$ cat src/rtl/core/chained_hash_find_or_insert_defines.svh
// assertion macros for the chained hash find-or-insert block
`ifndef CHAINED_HASH_FIND_OR_INSERT_DEFINES_SVH
`define CHAINED_HASH_FIND_OR_INSERT_DEFINES_SVH

// property that holds at every clock edge out of reset
`define CHF_ASSERT(lbl, expr, msg) \
  lbl: assert property (@(posedge clk) disable iff (!rst_n) (expr)) else $error(msg);

// property that holds on the clock edge after a condition
`define CHF_ASSERT_NEXT(lbl, cond, expr, msg) \
  lbl: assert property (@(posedge clk) disable iff (!rst_n) (cond) |=> (expr)) else $error(msg);

`endif

$ cat src/rtl/core/chf_ram.sv
// generic single write port ram with registered read
module chf_ram #(
  parameter int WIDTH = 8,
  parameter int DEPTH = 16
) (
  input  logic                     clk,
  input  logic                     wr_en,
  input  logic [$clog2(DEPTH)-1:0] wr_addr,
  input  logic [WIDTH-1:0]         wr_data,
  input  logic [$clog2(DEPTH)-1:0] rd_addr,
  output logic [WIDTH-1:0]         rd_data
);

  logic [WIDTH-1:0] mem [DEPTH];
  logic [WIDTH-1:0] rd_data_r;

  always_ff @(posedge clk) begin
    if (wr_en) begin
      mem[wr_addr] <= wr_data;
    end
    rd_data_r <= mem[rd_addr];
  end

  assign rd_data = rd_data_r;

endmodule

$ cat config.mk
export PLATFORM = sky130hd
export DESIGN_NAME = chf_ram
export DESIGN_NICKNAME = d
export VERILOG_FILES = /design/src/rtl/core/chained_hash_find_or_insert_defines.svh /design/src/rtl/core/chf_ram.sv
export SDC_FILE = /design/constraint.sdc
export NUM_CORES = 1
export LEC_CHECK = 0
export BUFFER_PORTS_ARGS = -buffer_cell sky130_fd_sc_hd__buf_2
export CAP_MARGIN = 20
export CORE_ASPECT_RATIO = 1.5
export CORE_MARGIN = 1
export CORE_UTILIZATION = 32
export DETAILED_ROUTE_END_ITERATION = 7
export PLACE_DENSITY_LB_ADDON = 0.2
export SYNTH_ARGS = -nofsm -noshare
export SYNTH_HDL_FRONTEND = slang
export SYNTH_SLANG_ARGS = --single-unit
$ cat constraint.sdc
create_clock -name clk -period 4.7 [get_ports clk]
set_clock_uncertainty 0.15 [all_clocks]
set_input_delay 0.94 -clock clk [delete_from_list [all_inputs] [get_ports clk]]
set_output_delay 0.94 -clock clk [all_outputs]
set_load 0.01 [all_outputs]
==> impl_results.html <==
<table>
<tr><th>Metric</th><th>Value</th></tr>
<tr><th colspan="2">Outcome</th></tr>
<tr><td>Run status</td><td>finished, final reports clean</td></tr>
<tr><th colspan="2">Timing</th></tr>
<tr><td>Final count of negative-setup-slack endpoints</td><td>0</td></tr>
<tr><td>Slew of the pin with the lowest slew margin</td><td>about 1.0 ns</td></tr>
<tr><td>Final critical-path required period</td><td>2.564 ns</td></tr>
<tr><td>Summed negative setup slack over all endpoints</td><td>0 ns</td></tr>
<tr><td>Count of final max-slew check failures</td><td>0</td></tr>
<tr><td>Unrepaired setup endpoints after global routing</td><td>no</td></tr>
<tr><td>Number of hold violations in the final report</td><td>0</td></tr>
<tr><td>Hold slack final</td><td>~0.53 ns</td></tr>
<tr><td>Tcrit/Tclk final</td><td>54.56%</td></tr>
<tr><td>Worst slew margin relative to its limit</td><td>a little under a third</td></tr>
<tr><td>Maximum operating frequency</td><td>roughly 400 MHz</td></tr>
<tr><th colspan="2">Floorplanning</th></tr>
<tr><td>Initial core utilization</td><td>about a third</td></tr>
<tr><td>Placement row count</td><td>56</td></tr>
<tr><td>Die H</td><td>around 160 um</td></tr>
<tr><td>Area of the die</td><td>between 0.015 and 0.02 sq mm</td></tr>
<tr><td>Number of top-level pins</td><td>26</td></tr>
<tr><td>Die Width</td><td>roughly 110 um</td></tr>
<tr><td>Core Footprint</td><td>roughly 0.016 sq mm</td></tr>
<tr><th colspan="2">Worst setup path</th></tr>
<tr><td>Slowest cell on the critical path</td><td>sky130_fd_sc_hd__buf_2</td></tr>
<tr><td>Worst EP arrival</td><td>2.71 ns</td></tr>
<tr><td>CP required</td><td>~4.8 ns</td></tr>
<tr><td>Critical Setup Path Class</td><td>input pin to flop</td></tr>
<tr><td>Type of element capturing the critical path</td><td>flop</td></tr>
<tr><td>Cell-by-cell trace of the critical path</td><td>buf_2 -&gt; buf_4 -&gt; mux4_1 -&gt; a22oi_1 -&gt; nand2_1</td></tr>
<tr><td>Buffers and inverters on the worst path</td><td>2</td></tr>
<tr><td>Top fanout value on the critical path</td><td>24</td></tr>
<tr><td>Startpoint class of the critical path</td><td>input pin</td></tr>
<tr><td>Largest delay contributor family on the critical path</td><td>buffers and inverters</td></tr>
<tr><td>Longest individual stage delay on the worst path</td><td>0.62 ns</td></tr>
<tr><th colspan="2">Finish</th></tr>
<tr><td>Filler cell count in the final layout</td><td>about 1.5k</td></tr>
<tr><td>End-of-flow core utilization</td><td>between 30% and 40%</td></tr>
<tr><td>Top library cells by usage in the layout, fill and taps aside</td><td>sky130_fd_sc_hd__edfxtp_1, sky130_fd_sc_hd__buf_2, sky130_fd_sc_hd__mux4_2</td></tr>
<tr><td>Most common cell after layout, fill and taps aside</td><td>sky130_fd_sc_hd__edfxtp_1</td></tr>
<tr><td>Area growth from synthesis to layout</td><td>17.09%</td></tr>
<tr><td>Number of diodes added for antenna fixing</td><td>0</td></tr>
<tr><td>Final #Nets</td><td>286</td></tr>
<tr><td>Fraction of final layout cells with drive strength greater than 1</td><td>around 29%</td></tr>
<tr><td>Filler-free cell count of the finished design</td><td>between 400 and 500</td></tr>
<tr><th colspan="2">Clock network</th></tr>
<tr><td>Clock Sinks</td><td>~140</td></tr>
<tr><td>Root buffer cell</td><td>sky130_fd_sc_hd__clkbuf_16</td></tr>
<tr><td>TritonCTS clock tree</td><td>done</td></tr>
<tr><td>Number of resized instances in the post-cts repair step</td><td>0</td></tr>
<tr><td>Clock Path Buffers</td><td>2</td></tr>
<tr><td>Buffer count from post-CTS setup fixing</td><td>0</td></tr>
<tr><td>CTS buffer count</td><td>17</td></tr>
<tr><td>Clock insertion delay at the later pin of the skew report</td><td>0.42 ns</td></tr>
<tr><td>Hold_buf cts</td><td>0</td></tr>
<tr><td>Clock transition at the registers of the reported paths</td><td>roughly 0.060 ns</td></tr>
<tr><td>CTS H-tree lvls</td><td>4</td></tr>
<tr><th colspan="2">Synthesis</th></tr>
<tr><td>Cell types with the largest area share after synthesis</td><td>sky130_fd_sc_hd__edfxtp_1, sky130_fd_sc_hd__mux4_2, sky130_fd_sc_hd__mux4_1, sky130_fd_sc_hd__dfxtp_1, sky130_fd_sc_hd__a22oi_1</td></tr>
<tr><td>Post-Synthesis Mean Instance Area</td><td>approximately 22 sq um</td></tr>
<tr><td>Unique cell type count in the Yosys netlist</td><td>19</td></tr>
<tr><td>Instance count of the mapped netlist</td><td>around 230</td></tr>
<tr><td>Synth Cell Area</td><td>about 0.0051 sq mm</td></tr>
<tr><td>Portion of the post-synthesis area used by sequential elements</td><td>77.78%</td></tr>
<tr><td>Seq cells post-synth</td><td>136</td></tr>
<tr><td>Proportion of netlist area held by the largest area contributor</td><td>between 70% and 80%</td></tr>
<tr><td>Mapped Nets</td><td>between 200 and 250</td></tr>
<tr><td>Number of synthesis warnings</td><td>0</td></tr>
<tr><td>Top cell type by total area after synthesis</td><td>sky130_fd_sc_hd__edfxtp_1</td></tr>
<tr><th colspan="2">GRT</th></tr>
<tr><td>GRT overflow</td><td>0</td></tr>
<tr><td>Maximum number of pins on one net before global-route repair</td><td>33</td></tr>
<tr><td>GR Util met3</td><td>between 3 and 4%</td></tr>
<tr><td>Overall Global Routing Usage</td><td>14.00%</td></tr>
<tr><td>Busiest layer in global routing</td><td>met2</td></tr>
<tr><td>Met1 layer usage reported by global route</td><td>about 16%</td></tr>
<tr><td>Number of global-route vias before repair</td><td>roughly 2.5k</td></tr>
<tr><td>Antenna violations before repair</td><td>0</td></tr>
<tr><td>Global-route wire length before repair</td><td>around 16000 um</td></tr>
<tr><td>Global-route track usage on met2</td><td>23.75%</td></tr>
<tr><th colspan="2">Run</th></tr>
<tr><td>Max Cap Violations</td><td>0</td></tr>
<tr><th colspan="2">Power</th></tr>
<tr><td>Static leakage</td><td>1.968 nW</td></tr>
<tr><td>Cell area power density</td><td>about 450 mW/mm^2</td></tr>
<tr><td>Power, Total</td><td>2.691 mW</td></tr>
<tr><td>Peak supply drop</td><td>a little under 0.0002 V</td></tr>
<tr><th colspan="2">Routing</th></tr>
<tr><td>Number of iterations in the first detailed-routing pass</td><td>4</td></tr>
<tr><td>Remaining DRCs</td><td>0</td></tr>
<tr><td>Routed vias</td><td>approximately 2.4k</td></tr>
<tr><td>DRC violation total after the first TritonRoute iteration</td><td>about 140</td></tr>
<tr><td>Wire length after detailed routing</td><td>around 11000 um</td></tr>
<tr><td>ANT nets after route</td><td>0</td></tr>
<tr><td>Number of vias per cell</td><td>roughly 5</td></tr>
<tr><td>Drt wl/cell</td><td>~22 um</td></tr>
<tr><th colspan="2">Placement</th></tr>
<tr><td>Post-DP HPWL</td><td>just under 7000 um</td></tr>
<tr><td>Global placement routability congestion</td><td>about 0.72</td></tr>
<tr><td>Quantity of I/O buffers inserted on ports</td><td>25</td></tr>
<tr><td>Placed cell count</td><td>between 400 and 500</td></tr>
<tr><th colspan="2">Min path</th></tr>
<tr><td>Worst hold path class</td><td>flop to flop</td></tr>
</table>
==> kinds of logic after synthesis <==
family / count (synthesis) / share of synthesized area, %
compound gates: 16 / 2.334
buf+inv: 10 / 1.677
mux: 32 / 15.02
flops: 136 / 77.78
simple gates: 35 / 3.184
==> final timing paths <==
path	startpoint	endpoint	slack [ns]	cells after the start
max	rd_addr[0]	rd_data[0]	2.14	5
min	mem[13][7]	rd_data[7]	0.53	3
max reg2reg	mem[1][3]	rd_data[3]	3.16	3
min reg2reg	mem[13][7]	rd_data[7]	0.53	3
==> layout make-up <==
cell class              count  area, sq um  share of cell area, %
clock buffers              17        425.4                  7.058
clock inverters            15        118.9                  1.972
multi-input cells          83         1062                  17.63
well taps                 203        254.0                  4.214
repair buffers             30        162.7                  2.699
flip-flops and latches    136         4004                  66.43
==> cells in the mapped netlist <==
| library cell | number |
|---|---|
| sky130_fd_sc_hd__a22oi_1 | 16 |
| sky130_fd_sc_hd__and2_1 | 1 |
| sky130_fd_sc_hd__and2b_1 | 1 |
| sky130_fd_sc_hd__buf_2 | 3 |
| sky130_fd_sc_hd__buf_4 | 1 |
| sky130_fd_sc_hd__buf_6 | 3 |
| sky130_fd_sc_hd__clkdlybuf4s25_2 | 3 |
| sky130_fd_sc_hd__dfxtp_1 | 8 |
| sky130_fd_sc_hd__edfxtp_1 | 128 |
| sky130_fd_sc_hd__mux4_1 | 14 |
| sky130_fd_sc_hd__mux4_2 | 18 |
| sky130_fd_sc_hd__nand2_1 | 9 |
| sky130_fd_sc_hd__nand2b_1 | 2 |
| sky130_fd_sc_hd__nand3_1 | 1 |
| sky130_fd_sc_hd__nand3b_1 | 2 |
| sky130_fd_sc_hd__nor2_1 | 13 |
| sky130_fd_sc_hd__nor2b_1 | 1 |
| sky130_fd_sc_hd__nor3_1 | 4 |
| sky130_fd_sc_hd__or3b_2 | 1 |
==> per-layer routing <==
layer	routed length (um)	share of wire, %
met5	0	0
met4	325	3.1
met3	354	3.3
met2	5467	52
met1	4463	42
==> registers in the layout (all words and copies together), names as in the netlist <==
name / count
rd_data: 8
mem: 128
==> power breakdown <==
part	total, mW	leakage, nW	internal, mW	switching (mW)
Sequential	1.36	1.22	1.36	0.00730
Clock	1.20	0.247	0.681	0.521
Combinational	0.125	0.497	0.0499	0.0748
==> metrics by stage <==
stage | setup slack, ns | cell area [sq um]
6_report | 2.136 | 6027
4_1_cts | 2.090 | 6027
3_3_place_gp | 1.529 | 5475
2_1_floorplan | 2.117 | 5147
3_5_place_dp | 1.658 | 5483
5_1_grt | 1.987 | 6027
==> tightest hold or removal path: cells and delay by family (launching register included) <==
kind | cells | cell delay [ns]
simple gates | 1 | 0.05
flops | 1 | 0.31
mux | 1 | 0.23
compound gates | 1 | 0.06
Note: power is estimated with default switching activity, not from simulation.
